==> config.mk <==
export PLATFORM = sky130hd
export DESIGN_NAME = first_fit_block_allocator_core
export DESIGN_NICKNAME = d
export VERILOG_FILES = /design/src/rtl/ffba_pkg.sv /design/src/rtl/ffba_dpath.sv /design/src/rtl/ffba_ctrl.sv /design/src/rtl/first_fit_block_allocator_core.sv
export SDC_FILE = /design/constraint.sdc
export NUM_CORES = 1
export LEC_CHECK = 0
export BUFFER_PORTS_ARGS = -buffer_cell sky130_fd_sc_hd__buf_2
export CORE_AREA = 2 2 142 144
export DETAILED_ROUTE_END_ITERATION = 8
export DIE_AREA = 0 0 144 146
export GPL_ROUTABILITY_DRIVEN = 0
export PLACE_DENSITY = 0.49
export SLEW_MARGIN = 0
export SYNTH_ARGS = -nofsm -noshare
export SYNTH_HDL_FRONTEND = slang
export SYNTH_SLANG_ARGS = --single-unit
export TNS_END_PERCENT = 1
==> constraint.sdc <==
create_clock -name i_clk -period 2.9 [get_ports i_clk]
set_input_delay 0.145 -clock i_clk [delete_from_list [all_inputs] [get_ports i_clk]]
set_output_delay 0.145 -clock i_clk [all_outputs]
set_load 0.1 [all_outputs]
==> src/rtl/ffba_pkg.sv <==
// ----------------------------------------------------------------------------
// ffba_pkg
// Shared constants, codes and transfer types of the first-fit block allocator.
// ----------------------------------------------------------------------------
package ffba_pkg;

    localparam int NUM_BLOCKS  = 16;
    localparam int BLOCK_BYTES = 1024;
    localparam int MAX_BYTES   = NUM_BLOCKS * BLOCK_BYTES;

    localparam int BYTES_W = 20;
    localparam int HEAD_W  = 5;
    localparam int IDX_W   = $clog2(NUM_BLOCKS);
    localparam int PTR_W   = $clog2(NUM_BLOCKS + 1);
    localparam int CNT_W   = $clog2(NUM_BLOCKS + 1);
    localparam int ACC_W   = $clog2(MAX_BYTES + 1);
    localparam int CMP_W   = (ACC_W > BYTES_W) ? ACC_W : BYTES_W;

    localparam logic FUNC_ALLOC = 1'b0;
    localparam logic FUNC_FREE  = 1'b1;

    localparam logic [2:0] TAG_FREE   = 3'd0;
    localparam logic [2:0] TAG_SINGLE = 3'd1;
    localparam logic [2:0] TAG_FIRST  = 3'd2;
    localparam logic [2:0] TAG_CONT   = 3'd3;
    localparam logic [2:0] TAG_LAST   = 3'd4;

    localparam logic [2:0] ERR_NONE      = 3'd0;
    localparam logic [2:0] ERR_ZERO      = 3'd1;
    localparam logic [2:0] ERR_TOO_LARGE = 3'd2;
    localparam logic [2:0] ERR_NO_RUN    = 3'd3;
    localparam logic [2:0] ERR_BAD_FREE  = 3'd4;

    typedef struct packed {
        logic               func;
        logic [BYTES_W-1:0] request_bytes;
        logic [HEAD_W-1:0]  head_index;
    } t_in;

    typedef struct packed {
        logic       ok;
        logic [3:0] block_index;
        logic [4:0] block_count;
        logic [2:0] error_code;
    } t_out;

    typedef struct packed {
        logic       load;
        logic       div_step;
        logic       scan_init;
        logic       scan_step;
        logic       wr_step;
        logic       free_step;
        logic       set_err;
        logic [2:0] err_code;
        logic       res_load;
    } t_cmd;

    typedef struct packed {
        logic       zero;
        logic       too_large;
        logic       div_done;
        logic [2:0] tag_cur;
        logic       scan_hit;
        logic       ptr_last;
        logic       ptr_end;
        logic       wr_last;
        logic       head_oob;
        logic       out_free;
    } t_stat;

endpackage

==> src/rtl/ffba_dpath.sv <==
// ----------------------------------------------------------------------------
// ffba_dpath
// Tag store, size conversion, run search, chain walk and result register.
// ----------------------------------------------------------------------------
module ffba_dpath
    import ffba_pkg::*;
(
    input  logic  i_clk,
    input  logic  i_rst_n,
    input  t_in   i_in,
    input  t_cmd  i_cmd,
    output t_stat o_stat,
    input  logic  i_out_ready,
    output logic  o_out_valid,
    output t_out  o_out
);

    logic [2:0]         r_tags [NUM_BLOCKS];
    logic               r_func;
    logic [BYTES_W-1:0] r_bytes;
    logic [HEAD_W-1:0]  r_head;
    logic [ACC_W-1:0]   r_acc;
    logic [CNT_W-1:0]   r_count;
    logic [CNT_W-1:0]   r_run;
    logic [CNT_W-1:0]   r_left;
    logic [CNT_W-1:0]   r_freed;
    logic [PTR_W-1:0]   r_ptr;
    logic [IDX_W-1:0]   r_start;
    logic [2:0]         r_err;
    logic               r_valid;
    logic               n_valid;
    t_out               r_out;
    t_out               n_out;

    logic [IDX_W-1:0] idx;
    logic [2:0]       tag_cur;
    logic [2:0]       wr_tag;
    logic [IDX_W-1:0] cur_start;
    logic [CNT_W-1:0] run_inc;
    logic             ok;

    assign idx       = r_ptr[IDX_W-1:0];
    assign tag_cur   = r_tags[idx];
    assign cur_start = (r_run == '0) ? idx : r_start;
    assign run_inc   = r_run + CNT_W'(1);

    always_comb begin
        if (r_count == CNT_W'(1)) begin
            wr_tag = TAG_SINGLE;
        end else if (idx == r_start) begin
            wr_tag = TAG_FIRST;
        end else if (r_left == CNT_W'(1)) begin
            wr_tag = TAG_LAST;
        end else begin
            wr_tag = TAG_CONT;
        end
    end

    always_comb begin
        o_stat.zero      = (r_bytes == '0);
        o_stat.too_large = (CMP_W'(r_bytes) > CMP_W'(MAX_BYTES));
        o_stat.div_done  = (CMP_W'(r_acc) >= CMP_W'(r_bytes));
        o_stat.tag_cur   = tag_cur;
        o_stat.scan_hit  = (tag_cur == TAG_FREE) && (run_inc == r_count);
        o_stat.ptr_last  = (r_ptr == PTR_W'(NUM_BLOCKS - 1));
        o_stat.ptr_end   = (r_ptr == PTR_W'(NUM_BLOCKS));
        o_stat.wr_last   = (r_left == CNT_W'(1));
        o_stat.head_oob  = (int'(r_head) >= NUM_BLOCKS);
        o_stat.out_free  = !r_valid || i_out_ready;
    end

    always_ff @(posedge i_clk) begin
        if (!i_rst_n) begin
            for (int k = 0; k < NUM_BLOCKS; k++) begin
                r_tags[k] <= TAG_FREE;
            end
        end else if (i_cmd.wr_step) begin
            r_tags[idx] <= wr_tag;
        end else if (i_cmd.free_step) begin
            r_tags[idx] <= TAG_FREE;
        end
    end

    always_ff @(posedge i_clk) begin
        if (i_cmd.load) begin
            r_func  <= i_in.func;
            r_bytes <= i_in.request_bytes;
            r_head  <= i_in.head_index;
            r_acc   <= '0;
            r_count <= '0;
            r_freed <= '0;
            r_ptr   <= PTR_W'(i_in.head_index);
        end
        if (i_cmd.div_step) begin
            r_acc   <= r_acc + ACC_W'(BLOCK_BYTES);
            r_count <= r_count + CNT_W'(1);
        end
        if (i_cmd.scan_init) begin
            r_ptr <= '0;
            r_run <= '0;
        end
        if (i_cmd.scan_step) begin
            if (o_stat.scan_hit) begin
                r_start <= cur_start;
                r_ptr   <= PTR_W'(cur_start);
                r_left  <= r_count;
            end else if (tag_cur == TAG_FREE) begin
                r_start <= cur_start;
                r_run   <= run_inc;
                r_ptr   <= r_ptr + PTR_W'(1);
            end else begin
                r_run <= '0;
                r_ptr <= r_ptr + PTR_W'(1);
            end
        end
        if (i_cmd.wr_step) begin
            r_ptr  <= r_ptr + PTR_W'(1);
            r_left <= r_left - CNT_W'(1);
        end
        if (i_cmd.free_step) begin
            r_ptr   <= r_ptr + PTR_W'(1);
            r_freed <= r_freed + CNT_W'(1);
        end
        if (i_cmd.set_err) begin
            r_err <= i_cmd.err_code;
        end
    end

    assign ok = (r_err == ERR_NONE);

    always_comb begin
        n_out.ok          = ok;
        n_out.error_code  = r_err;
        n_out.block_index = '0;
        n_out.block_count = '0;
        if (ok) begin
            if (r_func == FUNC_ALLOC) begin
                n_out.block_index = 4'(r_start);
                n_out.block_count = 5'(r_count);
            end else begin
                n_out.block_index = 4'(r_head);
                n_out.block_count = 5'(r_freed);
            end
        end
    end

    always_comb begin
        n_valid = r_valid;
        if (i_cmd.res_load) begin
            n_valid = 1'b1;
        end else if (i_out_ready) begin
            n_valid = 1'b0;
        end
    end

    always_ff @(posedge i_clk) begin
        if (!i_rst_n) begin
            r_valid <= 1'b0;
        end else begin
            r_valid <= n_valid;
        end
    end

    always_ff @(posedge i_clk) begin
        if (i_cmd.res_load) begin
            r_out <= n_out;
        end
    end

    assign o_out_valid = r_valid;
    assign o_out       = r_out;

endmodule

==> src/rtl/ffba_ctrl.sv <==
// ----------------------------------------------------------------------------
// ffba_ctrl
// Sequencer of the allocator: size conversion, run search, tagging and free.
// ----------------------------------------------------------------------------
module ffba_ctrl
    import ffba_pkg::*;
(
    input  logic  i_clk,
    input  logic  i_rst_n,
    input  logic  i_in_valid,
    input  logic  i_func,
    output logic  o_in_ready,
    input  t_stat i_stat,
    output t_cmd  o_cmd
);

    localparam logic [2:0] S_IDLE  = 3'd0;
    localparam logic [2:0] S_DIV   = 3'd1;
    localparam logic [2:0] S_SCAN  = 3'd2;
    localparam logic [2:0] S_WRITE = 3'd3;
    localparam logic [2:0] S_FCHK  = 3'd4;
    localparam logic [2:0] S_FWALK = 3'd5;
    localparam logic [2:0] S_DONE  = 3'd6;

    logic [2:0] r_state;
    logic [2:0] n_state;

    assign o_in_ready = (r_state == S_IDLE);

    always_comb begin
        n_state = r_state;
        o_cmd   = '0;
        unique case (r_state)
            S_IDLE: begin
                if (i_in_valid) begin
                    o_cmd.load = 1'b1;
                    n_state    = (i_func == FUNC_FREE) ? S_FCHK : S_DIV;
                end
            end
            S_DIV: begin
                if (i_stat.zero) begin
                    o_cmd.set_err  = 1'b1;
                    o_cmd.err_code = ERR_ZERO;
                    n_state        = S_DONE;
                end else if (i_stat.too_large) begin
                    o_cmd.set_err  = 1'b1;
                    o_cmd.err_code = ERR_TOO_LARGE;
                    n_state        = S_DONE;
                end else if (i_stat.div_done) begin
                    o_cmd.scan_init = 1'b1;
                    n_state         = S_SCAN;
                end else begin
                    o_cmd.div_step = 1'b1;
                end
            end
            S_SCAN: begin
                o_cmd.scan_step = 1'b1;
                if (i_stat.scan_hit) begin
                    n_state = S_WRITE;
                end else if (i_stat.ptr_last) begin
                    o_cmd.set_err  = 1'b1;
                    o_cmd.err_code = ERR_NO_RUN;
                    n_state        = S_DONE;
                end
            end
            S_WRITE: begin
                o_cmd.wr_step = 1'b1;
                if (i_stat.wr_last) begin
                    o_cmd.set_err  = 1'b1;
                    o_cmd.err_code = ERR_NONE;
                    n_state        = S_DONE;
                end
            end
            S_FCHK: begin
                o_cmd.set_err = 1'b1;
                if (i_stat.head_oob) begin
                    o_cmd.err_code = ERR_BAD_FREE;
                    n_state        = S_DONE;
                end else if (i_stat.tag_cur == TAG_SINGLE) begin
                    o_cmd.free_step = 1'b1;
                    o_cmd.err_code  = ERR_NONE;
                    n_state         = S_DONE;
                end else if (i_stat.tag_cur == TAG_FIRST) begin
                    o_cmd.free_step = 1'b1;
                    o_cmd.err_code  = ERR_NONE;
                    n_state         = S_FWALK;
                end else begin
                    o_cmd.err_code = ERR_BAD_FREE;
                    n_state        = S_DONE;
                end
            end
            S_FWALK: begin
                if (i_stat.ptr_end) begin
                    n_state = S_DONE;
                end else if (i_stat.tag_cur == TAG_CONT) begin
                    o_cmd.free_step = 1'b1;
                end else if (i_stat.tag_cur == TAG_LAST) begin
                    o_cmd.free_step = 1'b1;
                    n_state         = S_DONE;
                end else begin
                    n_state = S_DONE;
                end
            end
            S_DONE: begin
                if (i_stat.out_free) begin
                    o_cmd.res_load = 1'b1;
                    n_state        = S_IDLE;
                end
            end
            default: begin
                n_state = S_IDLE;
            end
        endcase
    end

    always_ff @(posedge i_clk) begin
        if (!i_rst_n) begin
            r_state <= S_IDLE;
        end else begin
            r_state <= n_state;
        end
    end

endmodule

==> src/rtl/first_fit_block_allocator_core.sv <==
// ----------------------------------------------------------------------------
// first_fit_block_allocator_core
// First-fit allocator of contiguous runs over a small heap of tagged blocks.
//
// Requests arrive on the input channel (i_in_valid, o_in_ready, i_in) and
// each one yields exactly one transfer on the result channel (o_out_valid,
// i_out_ready, o_out). An allocate converts its byte size to a block count
// by repeated addition of the block size, one step per cycle, then scans the
// tag store one block per cycle for the lowest free run and tags the run one
// block per cycle. A free checks the head and clears the chain one block per
// cycle. One request is in work at a time; the next one is taken as soon as
// the previous result sits in the output register, even while it waits there.
// Reset clears every tag to free at once and empties the output register.
// If the receiver stalls, a finished result waits in the sequencer until the
// output register is free.
// ----------------------------------------------------------------------------
module first_fit_block_allocator_core
    import ffba_pkg::*;
(
    input  logic i_clk,
    input  logic i_rst_n,
    input  logic i_in_valid,
    output logic o_in_ready,
    input  t_in  i_in,
    output logic o_out_valid,
    input  logic i_out_ready,
    output t_out o_out
);

    t_cmd  cmd;
    t_stat stat;

    ffba_ctrl u_ctrl (
        .i_clk      (i_clk),
        .i_rst_n    (i_rst_n),
        .i_in_valid (i_in_valid),
        .i_func     (i_in.func),
        .o_in_ready (o_in_ready),
        .i_stat     (stat),
        .o_cmd      (cmd)
    );

    ffba_dpath u_dpath (
        .i_clk       (i_clk),
        .i_rst_n     (i_rst_n),
        .i_in        (i_in),
        .i_cmd       (cmd),
        .o_stat      (stat),
        .i_out_ready (i_out_ready),
        .o_out_valid (o_out_valid),
        .o_out       (o_out)
    );

endmodule

==> results of run 1 <==
-- final timing paths --
kind / from / endpoint / slack [ns] / depth (start not counted)
setup / recovery: flip-flop / u_dpath.r_tags[10][0] / -0.05 / 11
hold / removal: i_out_ready / u_dpath.o_out_valid / 0.07 / 4
setup reg to reg: flip-flop / u_dpath.r_tags[10][0] / -0.05 / 11
hold reg to reg: u_dpath.r_err[1] / u_dpath.o_out[1] / 0.44 / 0
-- flip-flops by register name, summed over array words and instances (netlist names), named ones only --
signal               flops
u_ctrl.r_state           3
u_dpath.o_out           13
u_dpath.o_out_valid      1
u_dpath.r_acc            5
u_dpath.r_bytes         20
u_dpath.r_count          5
u_dpath.r_err            3
u_dpath.r_freed          5
u_dpath.r_func           1
u_dpath.r_head           5
u_dpath.r_left           5
u_dpath.r_ptr            5
u_dpath.r_run            5
u_dpath.r_start          4
u_dpath.r_tags          48
-- synth_stat cells, types with 4 or more instances --
master / count
or4_1: 4
o211ai_1: 5
nor4_1: 5
mux4_2: 11
nor3_1: 31
xnor2_1: 14
ha_1: 18
nor3_2: 13
nand2_1: 38
o21ai_1: 8
mux2i_1: 16
xor2_1: 17
or4b_1: 4
nor2b_1: 9
nand4_1: 4
buf_6: 5
clkbuf_1: 12
nor2_1: 54
nand2b_1: 5
o21ai_0: 18
inv_1: 23
a21oi_1: 5
dfxtp_1: 13
buf_2: 5
buf_4: 4
edfxtp_1: 119
nand3_1: 19
-- logic make-up (layout without fill, tap and decap cells) --
kind of cell | count (synthesis) | after routing | synth area share
compound gates | 72 | 72 | 0.0810
xor+xnor | 31 | 31 | 0.0402
fa+ha+maj | 18 | 18 | 0.0334
buf+inv | 49 | 198 | 0.0360
flops | 132 | 132 | 0.568
mux | 31 | 31 | 0.0693
simple gates | 209 | 209 | 0.172
-- per-layer routing --
layer / up-vias / GRT usage
met4: 0 / 0.0505
met2: 134 / 0.270
met1: 2364 / 0.236
li1: 2315 / -
met3: 12 / 0.0316
met5: - / 0
-- stage by stage --
stage | setup TNS [ns] | total power [W] | hold WS (ns) | instances
6_report | -0.701 | 0.00855 | 0.0658 | 956
3_3_place_gp | -3.37 | 0.00611 | 0.322 | 895
2_1_floorplan | -1.44 | 0.00492 | 0.244 | 542
3_5_place_dp | -9.37 | 0.00616 | 0.323 | 895
5_1_grt | -8.21 | 0.00900 | 0.0959 | 956
4_1_cts | -0.965 | 0.00847 | 0.0603 | 956
-- where the power goes --
group	switching, W	internal [W]	total (W)
combinational	0.00212	0.00150	0.00362
sequential	0.000245	0.00256	0.00281
clock	0.000851	0.00127	0.00212
-- what timing repair did --
action                                  CTS  global route
setup buffers                             3             0
endpoints found under the setup margin  121           144
hold endpoints to repair                 26             0
hold buffers                             26             0
pin swaps                                 8             3
gates resized for setup                  26            29
-- cell type report --
cell class	count	area, um2
clock buffers	17	425
clock inverters	15	154
fillers	1757	10500
inverters	23	86.3
multi-input cells	361	2870
flip-flops and latches	132	3840
well taps	265	332
repair buffers	143	1150
-- worst max-delay path: cells and delay by family, from the launching register on --
kind	cells	cell delay, ns
buf+inv	4	0.57
simple gates	5	1.17
compound gates	1	0.06
mux	1	0.51
flops	1	0.34
==> results.json, run 1 <==
{
  "synth_edf_count": 119,
  "async_flop_share": 0,
  "nets": 726,
  "synth_cell_types": 71,
  "cts_buffers": 17,
  "maxCapViolCount": 0,
  "fin_crit_ns": 2.95,
  "cp_slowest_cell": "or4b_4",
  "p_per_area_nw_per_um2": 966,
  "synth_area_leader_cell": "edfxtp_1",
  "wl_per_cell_um": 17.8,
  "syn_avg_cell_area_um2": 12.4,
  "design.portCount": 45,
  "slew_headroom": 0.317,
  "layout-drive-gt1-share": 0.336,
  "cp_common_cell": "buf_12",
  "clock-root-buffer": "clkbuf_16",
  "cp_max_fo": 6,
  "area_growth_pct": 31.2,
  "diodes": 0,
  "die_y_um": 146,
  "final_common_cell": "edfxtp_1",
  "core_um2": 19300,
  "htreeDepth": 4,
  "preCtsSetupSlack_ns": -0.175,
  "wl_met1_um": 7920,
  "yosysTopAreaCellShare": 0.530,
  "failed_checks": "setup timing",
  "finalHoldViolCount": 0,
  "startpoint_type": "flip-flop",
  "worst_pin_slew_ns": 1.02,
  "status": "finished with violations",
  "synth_seq_cells": 132,
  "dieArea_um2": 21000,
  "via_per_inst": 5.05,
  "final_cell_area_um2": 8850,
  "die_w_um": 144,
  "finalCritPeriodShare": 1.02,
  "ys_warn_count": 0,
  "crit_type": "reg -> reg",
  "grt_max_degree": 22,
  "synthCells": 542,
  "arrival_ns": 3.08,
  "critical_path.endpoint_type": "flip-flop",
  "io_buffer_count": 44,
  "max_stage_delay_ns": 0.54,
  "post_dp_cell_area_um2": 7760,
  "cts_tree": "built",
  "met3_length_um": 782,
  "insertion_delay_ns": 0.42,
  "grt.overflow.total": 0,
  "rows": 51,
  "drcViolationCount": 0,
  "routed.top_layer": "met4",
  "leakagePower_nw": 3.30,
  "drt_wl_total_um": 17000,
  "synth_nets": 590,
  "finalClockSkew_ns": 0.0141,
  "clock_path_buffers": 2,
  "mostFrequentLayoutCells": "119 x edfxtp_1, 58 x buf_4, 51 x nor2_1",
  "start_util": 0.349,
  "vias": 4825,
  "antenna_found_initial": 0,
  "clk_pin_slew_worst_paths_ns": 0.06,
  "dp_hpwl_um": 12400,
  "ys_seq_area_frac": 0.568,
  "peakVddDrop_v": 0.000480,
  "clock_sinks": 132,
  "fmax_mhz": 339,
  "postLayoutSetupSlackWorst_ns": -0.0487,
  "drt_first_pass_iters": 5,
  "rsz0062_at_grt": "true",
  "synthTopCellsByArea": "edfxtp_1 53%, dfxtp_1 3.9%, mux4_2 3.7%, ha_1 3.3%, nor2_1 3.0%",
  "grt_util_all_layers": 0.170,
  "crit_chain": "buf_12, buf_8, mux4_2, nand2_1, nand3_4, buf_12, nor4_4, a2111oi_4, buf_4, or4b_4, nand2_2",
  "postRouteAntennaNets": 0,
  "synth.cell_area_um2": 6750,
  "drt-initial-drc-count": 235,
  "min_path_type": "in -> reg",
  "slew_violations": 0,
  "met2_length_um": 8110,
  "grt_pass1_wl_um": 26700,
  "fin_util": 0.458,
  "grt_pass1_vias": 4886,
  "cp.required_ns": 3.03,
  "synth-main-ff-cell": "edfxtp_1",
  "finalSetupViolations": 24
}
No activity file was read; power rests on OpenSTA's default activity.
==> inputs of run 2 (changes only) <==
--- a/config.mk
+++ b/config.mk
@@ -5,6 +5,7 @@
 export SDC_FILE = /design/constraint.sdc
 export NUM_CORES = 1
 export LEC_CHECK = 0
+export ABC_AREA = 1
 export BUFFER_PORTS_ARGS = -buffer_cell sky130_fd_sc_hd__buf_2
 export CORE_AREA = 2 2 142 144
 export DETAILED_ROUTE_END_ITERATION = 8
==> results.json, run 2 <==
{
  "yosysMostFrequentCell": "nand2_1",
  "synth_seq_cells": 132,
  "insertion_delay_ns": 0.42,
  "synth_area_leader_cell": "edfxtp_1",
  "synth_nets": 791,
  "design.portCount": 45,
  "critical_path.endpoint_type": "flip-flop",
  "diodes": 0,
  "crit_type": "reg -> reg",
  "finalSetupViolations": 0,
  "largest_register_ff_count": 48,
  "leakagePower_nw": 3.58,
  "slew_violations": 0,
  "die_w_um": 144,
  "grt_util_all_layers": 0.161,
  "dieArea_um2": 21000,
  "postRouteAntennaNets": 0,
  "area_growth_pct": 20.9,
  "status": "finished clean",
  "nets": 879,
  "top_register": "u_dpath.r_tags",
  "mostFrequentLayoutCells": "192 x nand2_1, 124 x nor2_1, 119 x edfxtp_1",
  "rsz0062_at_grt": "false",
  "multiInputGateArea_um2": 2430,
  "peakVddDrop_v": 0.000411,
  "syn_avg_cell_area_um2": 9.07,
  "cp.required_ns": 3.02,
  "drt_first_pass_iters": 7,
  "ys_seq_area_frac": 0.569,
  "startpoint_type": "flip-flop",
  "maxCapViolCount": 0,
  "drt_wl_total_um": 16300,
  "clock_path_buffers": 2,
  "antenna_found_initial": 0,
  "worst_pin_slew_ns": 0.638,
  "grt_pass1_wl_um": 25600,
  "fmax_mhz": 393,
  "dp_hpwl_um": 12300,
  "grt.overflow.total": 0,
  "core_um2": 19300,
  "min_path_type": "in -> reg",
  "vias": 5161,
  "synth.cell_area_um2": 6740,
  "wl_per_cell_um": 14.7,
  "arrival_ns": 2.67,
  "drt-initial-drc-count": 314,
  "cts_tree": "built",
  "final_common_cell": "nand2_1",
  "ys_warn_count": 0,
  "fin_crit_ns": 2.55,
  "async_flop_share": 0,
  "htreeDepth": 4,
  "clock-root-buffer": "clkbuf_16",
  "io_buffer_count": 44,
  "layout-drive-gt1-share": 0.137,
  "synth-main-ff-cell": "edfxtp_1",
  "drcViolationCount": 0,
  "slew_headroom": 0.573,
  "p_per_area_nw_per_um2": 940,
  "synth_cell_types": 36,
  "min_from": "i_out_ready",
  "finalClockSkew_ns": 0.00624,
  "cp_max_fo": 9,
  "synthTopCellsByArea": "edfxtp_1 53%, nand2_1 11%, nor2_1 7.0%, inv_1 5.1%, nand3_1 4.5%",
  "via_per_inst": 4.65,
  "finalHoldViolCount": 0,
  "cts_buffers": 17,
  "synth_commonest_cells": "192 x nand2_1, 125 x nor2_1, 119 x edfxtp_1",
  "nFillCells": 1945,
  "start_util": 0.349,
  "rows": 51,
  "final-seq-area_um2": 3830,
  "clk_pin_slew_worst_paths_ns": 0.05,
  "finalCritPeriodShare": 0.878,
  "tns_ns": 0,
  "synthCells": 743,
  "fin_util": 0.422,
  "die_y_um": 146,
  "grt_pass1_vias": 4981,
  "clock_sinks": 132,
  "yosysTopAreaCellShare": 0.530,
  "grt_max_degree": 27,
  "synth_edf_count": 119
}
## run 2: cell types whose count changed in the layout (fill, tap and decap cells not counted), moves of 10 or more
cell / delta
nor2_1: +73
nor3_2: -17
nor3_1: -18
nand2_1: +160
nand3_1: +42
mux4_2: -11
buf_4: -41
mux2i_1: -15
a21oi_1: +10
inv_1: +68
## run 2: power by group
part | switching [W] | leakage [nW] | internal (W)
Combinational | 0.00189 | 2.01 | 0.000789
Sequential | 0.000279 | 1.27 | 0.00257
Clock | 0.000797 | 0.288 | 0.00134
## run 2: worst paths after layout
kind,to,slack (ns),cells past startpoint
worst max register to register,u_dpath.r_tags[7][0],0.35,15
worst max-delay path,u_dpath.r_tags[7][0],0.35,15
worst min-delay path,u_dpath.o_out_valid,0.08,4
worst min register to register,u_dpath.o_out[1],0.48,0
## run 2: logic make-up after synthesis
| logic type | count (synthesis) | synth area share |
|---|---|---|
| AND/OR/NAND/NOR | 419 | 0.268 |
| XOR/XNOR | 21 | 0.0273 |
| buffers and inverters | 113 | 0.0711 |
| flip-flops | 132 | 0.569 |
| AO/OA/AOI/OAI | 40 | 0.0321 |
| adder cells (fa/ha/maj) | 18 | 0.0334 |
## run 2: metrics by stage
stage	area, um2	cells	worst slack [ns]	power, W	hold slack (ns)
finish	8150	1109	0.353	0.00766	0.0772
global route	8150	1109	0.0757	0.00817	0.102
CTS	8150	1109	0.370	0.00772	0.0727
detailed placement	7300	1051	0.382	0.00552	0.323
global placement	7300	1051	0.430	0.00549	0.322
floorplan	6750	743	0.0889	0.00480	0.244
## run 2: area by class of cell
type                            instances  share of cell area
Sequential cell                       132               0.470
Timing Repair Buffer                   87              0.0746
Clock buffer                           17              0.0522
Multi-Input combinational cell        498               0.298
Tap cell                              265              0.0407
Clock inverter                         15              0.0201
Inverter                               95              0.0440
## run 2: repair_timing
| item | 4_1_cts | 5_1_grt |
|---|---|---|
| hold buffers | 26 | 0 |
| setup buffers | 0 | 0 |
| gates resized for setup | 0 | 0 |
| hold endpoints to repair | 26 | 0 |
## run 2: worst max-delay path, stage by stage (launching register included)
cell     delay [ns]
dfxtp_1        0.41
buf_4          0.20
nand2_1        0.07
nand3_1        0.14
nand3_1        0.09
nand3_1        0.09
nand2_1        0.11
inv_1          0.12
nand2_1        0.07
nor2_1         0.17
nor2_4         0.08
nand3_4        0.13
nand2_4        0.10
nor2_2         0.18
nand2_1        0.13
nand2_1        0.17
## run 2: layer usage
metal / up-vias / share of wire / GRT usage / wire [um]
li1: 2598 / - / - / -
met1: 2450 / 0.49 / 0.232 / 7940
met2: 104 / 0.46 / 0.245 / 7560
met3: 9 / 0.042 / 0.0339 / 686
met4: 0 / 0.0083 / 0.0417 / 135
met5: - / 0 / 0 / 0
